--- config.mk ---
export PLATFORM = sky130hd
export DESIGN_NAME = heartbeat_membership_table
export DESIGN_NICKNAME = d
export VERILOG_FILES = /design/src/rtl/hmt_pkg.sv /design/src/rtl/hmt_cell.sv /design/src/rtl/heartbeat_membership_table.sv
export SDC_FILE = /design/constraint.sdc
export NUM_CORES = 2
export LEC_CHECK = 0
export BUFFER_PORTS_ARGS = -buffer_cell sky130_fd_sc_hd__buf_2
export CAP_MARGIN = 20
export CORE_AREA = 10 10 374 339
export DETAILED_ROUTE_END_ITERATION = 8
export DIE_AREA = 0 0 384 349
export PLACE_DENSITY = 0.8
export REMOVE_ABC_BUFFERS = 1
export SYNTH_ARGS = -nofsm -noshare
export SYNTH_HDL_FRONTEND = slang
export SYNTH_SLANG_ARGS = --single-unit
--- constraint.sdc ---
create_clock -name clk -period 7.5 [get_ports clk]
set_input_delay 0.75 -clock clk [delete_from_list [all_inputs] [get_ports clk]]
set_output_delay 0.75 -clock clk [all_outputs]
set_load 0.005 [all_outputs]
--- src/rtl/hmt_pkg.sv ---
// Package for the heartbeat membership table: field widths, operation and
// result codes, register indexes, and the item, entry and cell-control types.
// No dependencies.
package hmt_pkg;

  localparam int OP_W       = 3;
  localparam int KIND_W     = 3;
  localparam int ID_W       = 8;
  localparam int PORT_W     = 16;
  localparam int HB_W       = 32;
  localparam int TIME_W     = 32;
  localparam int TO_W       = 16;
  localparam int CFG_IDX_W  = 2;
  localparam int CFG_DATA_W = 16;

  // Operation codes
  localparam logic [OP_W-1:0] OP_JOIN_REQ   = 3'd0;
  localparam logic [OP_W-1:0] OP_JOIN_REPLY = 3'd1;
  localparam logic [OP_W-1:0] OP_PING       = 3'd2;
  localparam logic [OP_W-1:0] OP_GOSSIP     = 3'd3;
  localparam logic [OP_W-1:0] OP_TICK       = 3'd4;

  // Result kinds
  localparam logic [KIND_W-1:0] KIND_NO_CHANGE = 3'd0;
  localparam logic [KIND_W-1:0] KIND_UPDATED   = 3'd1;
  localparam logic [KIND_W-1:0] KIND_INSERTED  = 3'd2;
  localparam logic [KIND_W-1:0] KIND_JOIN_SEND = 3'd3;
  localparam logic [KIND_W-1:0] KIND_PING_SEND = 3'd4;
  localparam logic [KIND_W-1:0] KIND_REMOVED   = 3'd5;
  localparam logic [KIND_W-1:0] KIND_FULL      = 3'd6;
  localparam logic [KIND_W-1:0] KIND_IDLE_TICK = 3'd7;

  // Configuration register indexes
  localparam logic [CFG_IDX_W-1:0] CFG_SELF_ID   = 2'd0;
  localparam logic [CFG_IDX_W-1:0] CFG_SELF_PORT = 2'd1;
  localparam logic [CFG_IDX_W-1:0] CFG_TIMEOUT   = 2'd2;

  localparam logic [TO_W-1:0] TIMEOUT_RESET = 16'd20;

  typedef struct packed {
    logic [OP_W-1:0]   operation;
    logic [ID_W-1:0]   member_id;
    logic [PORT_W-1:0] member_port;
    logic [HB_W-1:0]   member_heartbeat;
    logic [TIME_W-1:0] member_stamp;
    logic [TIME_W-1:0] now;
  } in_item_t;

  typedef struct packed {
    logic [KIND_W-1:0] kind;
    logic [ID_W-1:0]   target_id;
    logic [PORT_W-1:0] target_port;
    logic              was_added;
    logic              last;
  } out_item_t;

  typedef struct packed {
    logic [ID_W-1:0]   id;
    logic [PORT_W-1:0] port;
    logic [HB_W-1:0]   heartbeat;
    logic [TIME_W-1:0] stamp;
  } entry_data_t;

  typedef struct packed {
    logic        valid;
    entry_data_t data;
  } entry_t;

  // Row-wide control broadcast to every cell
  typedef struct packed {
    logic shift_up;   // take the upper neighbor (ascending rotation)
    logic shift_dn;   // take the lower neighbor (descending rotation)
    logic sort;       // odd-even compaction round
    logic phase;      // parity of the lower cell of each active pair
  } cell_ctl_t;

  // Fixed position facts of one cell
  typedef struct packed {
    logic odd;
    logic has_up;
    logic has_dn;
  } cell_pos_t;

endpackage

--- src/rtl/hmt_cell.sv ---
// One slot of the membership row: holds an entry and trades it with its
// neighbors. Depends on hmt_pkg.
module hmt_cell (
  input  logic              clk,
  input  logic              rst_n,
  input  hmt_pkg::cell_ctl_t ctl,
  input  hmt_pkg::cell_pos_t pos,
  input  hmt_pkg::entry_t   up_ent,
  input  hmt_pkg::entry_t   dn_ent,
  output hmt_pkg::entry_t   ent
);
  import hmt_pkg::*;

  logic        valid_r;
  logic        valid_nxt;
  entry_data_t data_r;
  entry_data_t data_nxt;
  logic        take_up;
  logic        take_dn;

  // Compaction: a hole below a live entry swaps with it inside the active pair
  assign take_up = ctl.shift_up ||
                   (ctl.sort && (pos.odd == ctl.phase) && pos.has_up &&
                    !valid_r && up_ent.valid);
  assign take_dn = ctl.shift_dn ||
                   (ctl.sort && (pos.odd != ctl.phase) && pos.has_dn &&
                    !dn_ent.valid && valid_r);

  always_comb begin
    valid_nxt = valid_r;
    data_nxt  = data_r;
    if (take_up) begin
      valid_nxt = up_ent.valid;
      data_nxt  = up_ent.data;
    end else if (take_dn) begin
      valid_nxt = dn_ent.valid;
      data_nxt  = dn_ent.data;
    end
  end

  always_ff @(posedge clk) begin
    if (!rst_n) begin
      valid_r <= 1'b0;
    end else begin
      valid_r <= valid_nxt;
    end
  end

  always_ff @(posedge clk) begin
    data_r <= data_nxt;
  end

  assign ent.valid = valid_r;
  assign ent.data  = data_r;

endmodule

--- src/rtl/heartbeat_membership_table.sv ---
// Heartbeat membership table top level: control sequencer over a rotating row
// of hmt_cell slots. Depends on hmt_pkg and hmt_cell.
// Flow: join request/reply, ping and gossip rotate the whole row once past
// the head cell, then report from the emit state; a join request adds a
// second result from a further emit state before busy falls.
// An in-group tick rotates the row the other way, one result per live member
// (an idle tick if the table is empty), and runs compaction rounds after it
// if anything was removed. Other items report in the cycle after the transfer.
// Results cannot be stalled. Synchronous reset empties the table, clears the
// group flag and loads the register defaults; no clearing pass is needed.
module heartbeat_membership_table #(
  parameter int TABLE_DEPTH = 16
) (
  input  logic                             clk,
  input  logic                             rst_n,
  input  logic                             start,
  output logic                             busy,
  input  hmt_pkg::in_item_t                in_item,
  output logic                             out_strobe,
  output hmt_pkg::out_item_t               out_item,
  input  logic                             cfg_valid,
  output logic                             cfg_ready,
  input  logic [hmt_pkg::CFG_IDX_W-1:0]    cfg_index,
  input  logic [hmt_pkg::CFG_DATA_W-1:0]   cfg_data
);
  import hmt_pkg::*;

  localparam int IDX_W = (TABLE_DEPTH > 1) ? $clog2(TABLE_DEPTH) : 1;
  localparam logic [IDX_W-1:0] LAST_STEP = IDX_W'(TABLE_DEPTH - 1);

  typedef enum logic [5:0] {
    ST_IDLE  = 6'b000001,
    ST_SCAN  = 6'b000010,
    ST_EMIT  = 6'b000100,
    ST_EMIT2 = 6'b001000,
    ST_TICK  = 6'b010000,
    ST_SORT  = 6'b100000
  } state_t;

  state_t            state_r, state_nxt;
  logic [IDX_W-1:0]  step_r, step_nxt;
  in_item_t          req_r;
  logic              ins_en_r, ins_en_nxt;
  logic              decided_r, decided_nxt;
  logic [KIND_W-1:0] kind_r, kind_nxt;
  logic              removed_r, removed_nxt;
  logic              in_group_r, in_group_nxt;
  logic [ID_W-1:0]   self_id_r;
  logic [PORT_W-1:0] self_port_r;
  logic [TO_W-1:0]   timeout_r;
  logic              out_strobe_r, out_strobe_nxt;
  out_item_t         out_item_r, out_item_nxt;

  logic              accept;
  logic [TIME_W-1:0] timeout_ext;
  logic              in_is_self;
  logic              in_fresh;

  entry_t            ent_w [TABLE_DEPTH];
  cell_ctl_t         ctl_w;
  entry_t            scan_head;
  entry_t            tick_head;
  entry_t            fb_up;
  entry_t            fb_dn;
  logic              scan_match;
  logic              scan_ins;
  logic              hb_higher;
  logic [HB_W-1:0]   hb_inc;
  logic              tick_stale;
  logic [KIND_W-1:0] kind_final;

  assign accept      = start && !busy;
  assign busy        = (state_r != ST_IDLE);
  assign cfg_ready   = 1'b1;
  assign out_strobe  = out_strobe_r;
  assign out_item    = out_item_r;
  assign timeout_ext = {{(TIME_W-TO_W){1'b0}}, timeout_r};

  // Gossip admission, judged at transfer time
  assign in_is_self = (in_item.member_id == self_id_r) &&
                      (in_item.member_port == self_port_r);
  assign in_fresh   = (TIME_W'(in_item.now - in_item.member_stamp) < timeout_ext);
  assign ins_en_nxt = (in_item.operation != OP_GOSSIP) || (!in_is_self && in_fresh);

  // ---------------------------------------------------------------------
  // Row control: ascending rotation for lookups, descending for ticks
  // ---------------------------------------------------------------------
  assign ctl_w.shift_up = (state_r == ST_SCAN);
  assign ctl_w.shift_dn = (state_r == ST_TICK);
  assign ctl_w.sort     = (state_r == ST_SORT);
  assign ctl_w.phase    = step_r[0];

  // Lookup head: slot k sits in cell 0 after k ascending steps
  assign scan_head  = ent_w[0];
  assign scan_match = scan_head.valid &&
                      (scan_head.data.id == req_r.member_id) &&
                      (scan_head.data.port == req_r.member_port);
  // Live entries are packed low, so the first hole comes after every member
  assign scan_ins   = !scan_head.valid && !decided_r && ins_en_r;
  assign hb_higher  = (req_r.member_heartbeat > scan_head.data.heartbeat);
  assign hb_inc     = (scan_head.data.heartbeat == {HB_W{1'b1}}) ?
                      scan_head.data.heartbeat : scan_head.data.heartbeat + 1'b1;

  always_comb begin
    fb_up = scan_head;
    if (scan_match && (req_r.operation == OP_PING)) begin
      fb_up.data.heartbeat = hb_inc;
      fb_up.data.stamp     = req_r.now;
    end else if (scan_match && (req_r.operation == OP_GOSSIP) && hb_higher) begin
      fb_up.data.heartbeat = req_r.member_heartbeat;
      fb_up.data.stamp     = req_r.now;
    end else if (scan_ins) begin
      fb_up.valid     = 1'b1;
      fb_up.data.id   = req_r.member_id;
      fb_up.data.port = req_r.member_port;
      if (req_r.operation == OP_GOSSIP) begin
        fb_up.data.heartbeat = req_r.member_heartbeat;
        fb_up.data.stamp     = req_r.member_stamp;
      end else begin
        fb_up.data.heartbeat = HB_W'(1);
        fb_up.data.stamp     = req_r.now;
      end
    end
  end

  // Tick head: slot TABLE_DEPTH-1-k sits in the top cell after k descending steps
  assign tick_head  = ent_w[TABLE_DEPTH-1];
  assign tick_stale = (TIME_W'(req_r.now - tick_head.data.stamp) >= timeout_ext);

  always_comb begin
    fb_dn       = tick_head;
    fb_dn.valid = tick_head.valid && !tick_stale;  // drop stale members
  end

  for (genvar i = 0; i < TABLE_DEPTH; i++) begin : g_cell
    entry_t    up_w;
    entry_t    dn_w;
    cell_pos_t pos_w;

    if (i == TABLE_DEPTH - 1) begin : g_top
      assign up_w = fb_up;
    end else begin : g_mid_up
      assign up_w = ent_w[i+1];
    end

    if (i == 0) begin : g_bot
      assign dn_w = fb_dn;
    end else begin : g_mid_dn
      assign dn_w = ent_w[i-1];
    end

    assign pos_w.odd    = 1'((i % 2) == 1);
    assign pos_w.has_up = 1'(i != TABLE_DEPTH - 1);
    assign pos_w.has_dn = 1'(i != 0);

    hmt_cell u_cell (
      .clk    (clk),
      .rst_n  (rst_n),
      .ctl    (ctl_w),
      .pos    (pos_w),
      .up_ent (up_w),
      .dn_ent (dn_w),
      .ent    (ent_w[i])
    );
  end

  // Final lookup verdict: no match and no hole means full (if insertion allowed)
  assign kind_final = decided_r ? kind_r : (ins_en_r ? KIND_FULL : KIND_NO_CHANGE);

  // ---------------------------------------------------------------------
  // Sequencer
  // ---------------------------------------------------------------------
  always_comb begin
    state_nxt      = state_r;
    step_nxt       = step_r;
    decided_nxt    = decided_r;
    kind_nxt       = kind_r;
    removed_nxt    = removed_r;
    in_group_nxt   = in_group_r;
    out_strobe_nxt = 1'b0;
    out_item_nxt   = out_item_r;

    unique case (state_r)
      ST_IDLE: begin
        if (accept) begin
          step_nxt    = '0;
          decided_nxt = 1'b0;
          removed_nxt = 1'b0;
          case (in_item.operation) inside
            OP_JOIN_REQ, OP_JOIN_REPLY, OP_PING, OP_GOSSIP: begin
              state_nxt = ST_SCAN;
            end
            OP_TICK: begin
              if (in_group_r) begin
                state_nxt = ST_TICK;
              end else begin
                // Report an idle tick right away
                out_strobe_nxt           = 1'b1;
                out_item_nxt.kind        = KIND_IDLE_TICK;
                out_item_nxt.target_id   = '0;
                out_item_nxt.target_port = '0;
                out_item_nxt.was_added   = 1'b0;
                out_item_nxt.last        = 1'b1;
              end
            end
            default: begin
              out_strobe_nxt           = 1'b1;
              out_item_nxt.kind        = KIND_NO_CHANGE;
              out_item_nxt.target_id   = in_item.member_id;
              out_item_nxt.target_port = in_item.member_port;
              out_item_nxt.was_added   = 1'b0;
              out_item_nxt.last        = 1'b1;
            end
          endcase
        end
      end

      ST_SCAN: begin
        step_nxt = step_r + 1'b1;
        if (scan_match) begin
          decided_nxt = 1'b1;
          kind_nxt    = ((req_r.operation == OP_PING) ||
                         ((req_r.operation == OP_GOSSIP) && hb_higher)) ?
                        KIND_UPDATED : KIND_NO_CHANGE;
        end else if (scan_ins) begin
          decided_nxt = 1'b1;
          kind_nxt    = KIND_INSERTED;
        end
        if (step_r == LAST_STEP) begin
          state_nxt = ST_EMIT;
        end
      end

      ST_EMIT: begin
        out_strobe_nxt           = 1'b1;
        out_item_nxt.kind        = kind_final;
        out_item_nxt.target_id   = req_r.member_id;
        out_item_nxt.target_port = req_r.member_port;
        out_item_nxt.was_added   = (req_r.operation == OP_JOIN_REQ) &&
                                   (kind_final == KIND_INSERTED);
        out_item_nxt.last        = (req_r.operation != OP_JOIN_REQ);
        kind_nxt                 = kind_final;
        if (req_r.operation == OP_JOIN_REPLY) begin
          in_group_nxt = 1'b1;
        end
        state_nxt = (req_r.operation == OP_JOIN_REQ) ? ST_EMIT2 : ST_IDLE;
      end

      ST_EMIT2: begin
        // Join reply to the requester follows its insert result
        out_strobe_nxt           = 1'b1;
        out_item_nxt.kind        = KIND_JOIN_SEND;
        out_item_nxt.target_id   = req_r.member_id;
        out_item_nxt.target_port = req_r.member_port;
        out_item_nxt.was_added   = (kind_r == KIND_INSERTED);
        out_item_nxt.last        = 1'b1;
        state_nxt                = ST_IDLE;
      end

      ST_TICK: begin
        step_nxt = step_r + 1'b1;
        if (tick_head.valid) begin
          out_strobe_nxt           = 1'b1;
          out_item_nxt.kind        = tick_stale ? KIND_REMOVED : KIND_PING_SEND;
          out_item_nxt.target_id   = tick_head.data.id;
          out_item_nxt.target_port = tick_head.data.port;
          out_item_nxt.was_added   = 1'b0;
          out_item_nxt.last        = (step_r == LAST_STEP);
          removed_nxt              = removed_r || tick_stale;
        end else if (step_r == LAST_STEP) begin
          // Slot 0 empty means the whole table is empty
          out_strobe_nxt           = 1'b1;
          out_item_nxt.kind        = KIND_IDLE_TICK;
          out_item_nxt.target_id   = '0;
          out_item_nxt.target_port = '0;
          out_item_nxt.was_added   = 1'b0;
          out_item_nxt.last        = 1'b1;
        end
        if (step_r == LAST_STEP) begin
          step_nxt  = '0;
          state_nxt = (removed_r || (tick_head.valid && tick_stale)) ? ST_SORT : ST_IDLE;
        end
      end

      ST_SORT: begin
        // Close the holes left by removals; order of live members is kept
        step_nxt = step_r + 1'b1;
        if (step_r == LAST_STEP) begin
          state_nxt = ST_IDLE;
        end
      end

      default: begin
        state_nxt = ST_IDLE;
      end
    endcase
  end

  always_ff @(posedge clk) begin
    if (!rst_n) begin
      state_r      <= ST_IDLE;
      step_r       <= '0;
      decided_r    <= 1'b0;
      kind_r       <= KIND_NO_CHANGE;
      removed_r    <= 1'b0;
      in_group_r   <= 1'b0;
      out_strobe_r <= 1'b0;
    end else begin
      state_r      <= state_nxt;
      step_r       <= step_nxt;
      decided_r    <= decided_nxt;
      kind_r       <= kind_nxt;
      removed_r    <= removed_nxt;
      in_group_r   <= in_group_nxt;
      out_strobe_r <= out_strobe_nxt;
    end
  end

  // Hold the item for the whole scan
  always_ff @(posedge clk) begin
    if (accept) begin
      req_r    <= in_item;
      ins_en_r <= ins_en_nxt;
    end
    out_item_r <= out_item_nxt;
  end

  // Configuration registers; writes past the list are dropped
  always_ff @(posedge clk) begin
    if (!rst_n) begin
      self_id_r   <= '0;
      self_port_r <= '0;
      timeout_r   <= TIMEOUT_RESET;
    end else if (cfg_valid && cfg_ready) begin
      unique case (cfg_index)
        CFG_SELF_ID:   self_id_r   <= cfg_data[ID_W-1:0];
        CFG_SELF_PORT: self_port_r <= cfg_data[PORT_W-1:0];
        CFG_TIMEOUT:   timeout_r   <= cfg_data[TO_W-1:0];
        default: ;
      endcase
    end
  end

endmodule

==> run summary <==
The number of vias per cell came out at 6.77. The post-layout total power is 0.0255 W. In the global route stage, overall resource usage came out at 30.8%.

Static timing analysis puts the maximum clock frequency at about 0.18 GHz. The region available for standard cell placement spans 119000 µm². The detailed-route wire length per cell is 31.1 µm.

The HPWL after detailed placement is 124000 µm. The number of global-route vias before repair came out at 46.2k. Setup repair after global routing left no endpoint under its margin.

The count of fill cells added during filler insertion is ~7.7k. The final antenna-violating net count came out at 0. The net switching component of the power is 0.00722 W.

The total power divided by cell area is 308 nW/µm². The path class of the tightest hold or removal check is in2reg. The final clock period utilization by the worst path is 73.8%. STA classifies the critical path startpoint as a register. The layout cell share with drive strength beyond 1 came out at 35.1%. The sequential share of power is approximately half.

In the routed design, unresolved DRC markers number 0. The sum of overflow across all layers after global routing came out at 0. The clock drives 1634 sinks. The horizontal extent of the die came out at 384 µm.

The die height is 349 µm. For met3 alone, demand over resource in global routing was 6.84%. Routability-driven placement finished with a final weighted congestion of 0.914. The CTS tree is built. The post-synthesis to final-layout area growth is 11.3%. The die covers 134000 µm². The first-pass iteration count of the detailed router came out at 7. The detailed router finished its first iteration with between 5k and 6k violations. For this design, the CTS-stage hold fixing added 0 buffers. The maximum vdd drop is around 0.29 mV.

STA puts the critical path data arrival time at ~6000 ps. The mean area per synthesized cell came out at 15.2 µm². Port buffering added 175 buffers. The critical path required time came out at 8020 ps. The met1 capacity usage during global routing is 41.5%.

The number of slew-limit violations in the final report came out at 0. CTS placed an instance of clkbuf_16 at the clock tree root. The worst-case headroom to the max-slew limit came out at 18.5%. In this run the static leakage power is 28.8 nW. The clock transition at the registers of the reported paths is about 60 ps. During synthesis, Yosys emitted a total of 0 warnings. The portion of total power attributed to combinational logic came out at 18.8%. The async set or reset register ratio after synthesis came out at 0%.

The post-synthesis instance area came out at between 70000 and 80000 µm². The actual transition at the worst max-transition pin came out at 1220 ps. Wires add up to ~210000 µm. The area occupied by multi-input gates came out at 24800 µm². The insertion delay of the later-clocked pin in the worst-skew pair is 800 ps. The via total after detailed routing came out at 45.9k. The initial antenna violation count is 2. The I/O pin count is 177.

The number of violations of the max-capacitance limit came out at 0. The critical path is of the reg2reg type. The number of distinct library cells after synthesis is 75.

The clock network power share came out at ~33%. The number of flip-flops and latches in the synthesized netlist is about 1.6k. The switching power as a share of total power is 28.3%.

In the final layout, flip-flops and latches occupy 48300 µm². The number of buffers on the longest clock path is 3. The first-pass GRT wire length is between 300000 and 400000 µm.

Setup violations remaining at the end of the flow were counted as 0. The number of standard cells after synthesis is about 4.9k. The number of H-tree branching levels is 4. The minimum period implied by the final worst setup slack came out at 5540 ps. For this configuration, the core starts out at a cell density of 62.6%. The number of setup buffers added after CTS is 0. The number of enable-type register cells in the synthesized netlist is 1561. The worst setup path is captured at a register.

The final number of hold-violating endpoints was 0. The aggregate negative setup slack is 0 ps. The prevailing post-synth register cell is edfxtp_1.

The number of nets in the layout came out at 5330. Gates resized during post-CTS repair numbered 0. The worst-path maximum fanout is 5. The largest net degree at the start of global routing came out at 143. Clock skew on the completed layout was measured at 26.3 ps.

The flow ran to the end, and the final reports show no timing, DRC or antenna violations. The routing layer with the top usage in global route is met2. The CTS buffer count is between 150 and 200.

The internal portion of total power came out at 0.0183 W. The row count is 120. The global-route track usage on met2 came out at 49.2%. Summing the sequential cell areas from Yosys gives 65.1% of the chip area.
[routing by layer]
metal,vias up,wire length [µm]
met2,3106,98700
met3,507,24900
met4,0,7550
met5,-,0
met1,23107,79400
li1,19163,-
[cell usage after synthesis, drive strengths merged, types with 34 or more instances]
cell type  instances  area, µm²
edfxtp          1561      46900
mux2            1293      14600
nand2            281       1050
o21ai            215       1080
clkbuf           205        769
inv              167        627
a21oi            154        774
ha               127       1590
nor2             122        458
xnor2             77        674
dfxtp             73       1460
nand3             45        225
o22ai             45        282
mux2i             40        400
a21o              38        285
nand4             34        213
[cell type report]
type                            count  area share [%]
Sequential cell                  1634            58.5
Multi-Input combinational cell   2842            30.0
Antenna cell                        1         0.00303
Clock buffer                      201            5.27
Timing Repair Buffer              248            1.81
Inverter                          168           0.769
Tap cell                         1586            2.40
Clock inverter                     94            1.29
[logic make-up after synthesis]
logic type | share of synthesized area [%]
adder cells (fa/ha/maj) | 2.19
flip-flops | 65.1
multiplexers | 20.1
AND/OR/NAND/NOR | 4.05
AO/OA/AOI/OAI | 5.29
other | 0.00505
XOR/XNOR | 1.24
buffers and inverters | 2.03
[critical path: stages, from the launching register on]
cell       delay [ps]
edfxtp_1          410
ha_1              380
a21o_1            200
a21oi_1           290
a21oi_1           160
nor3_1            420
nor2_1            110
nor2_1            150
xnor2_1           140
ha_1              260
a21oi_1           170
nor2b_1            60
o21ai_0           290
o211ai_1          160
nor4_1            300
o211ai_1          140
nor4_1            250
o2111ai_1         230
a2111oi_4         780
a21o_1            220
o2111ai_1         120
[flip-flops by register name (all words and copies together) (netlist names)]
signal and flops:
removed_r 1, in_group_r 1, self_port_r 16, out_strobe 1, decided_r 1, step_r 4
self_id_r 8, kind_r 3, state_r 6, g_cell.u_cell.ent 1408, timeout_r 16, req_r 123
ins_en_r 1, out_item 29, g_cell.u_cell.valid_r 16
[cell usage in the layout, fill, tap and decap left out, types with 27 or more instances in the layout]
master     Yosys  routed
buf_2          4     175
inv_1        167     166
nand2_1      281     270
mux2i_1       40      40
ha_1         127     127
o21ai_0      209     209
nand3_1       45      41
xnor2_1       77      77
nor3_1        28      27
xor2_1        28      28
nand4_1       34      34
nor2_1       122     119
buf_4          1      68
clkinv_1       1      36
o22ai_1       45      45
edfxtp_1    1561    1561
a21o_1        38      35
clkbuf_16      0     169
dfxtp_1       73      73
a21oi_1      153     145
mux2_2      1293    1293
clkbuf_1     205      31
[worst paths after layout]
path,to,startpoint,depth (start not counted),slack (ps)
worst max-delay path,out_item[26],req_r[3],20,1960
worst min-delay path,req_r[89],in_item[89],1,120
worst max register to register,out_item[26],req_r[3],20,1960
worst min register to register,timeout_r[12],timeout_r[12],2,460
[power groups by stage]
stage	logic (W)	registers (W)	clock network (W)
CTS	0.00468	0.0123	0.00846
detailed placement	0.00465	0.0124	0
global route	0.00503	0.0124	0.00880
global placement	0.00454	0.0124	0
floorplan	0.00318	0.0122	0
finish	0.00478	0.0123	0.00842
[per-stage QoR]
| stage | setup slack [ps] | area [µm²] | hold slack, ps | std cells | util [%] |
|---|---|---|---|---|---|
| after global placement | 2230 | 77200 | 447 | 6475 | 65.0 |
| after detailed placement | 2210 | 77200 | 456 | 6475 | 65.0 |
| final | 1960 | 82700 | 125 | 6774 | 69.6 |
| after CTS | 2290 | 82600 | 84.2 | 6770 | 69.6 |
| after global routing | 1860 | 82700 | 103 | 6773 | 69.6 |
| after floorplan | -6570 | 73400 | 436 | 4644 | - |
Power figures use the tool's default switching activity.
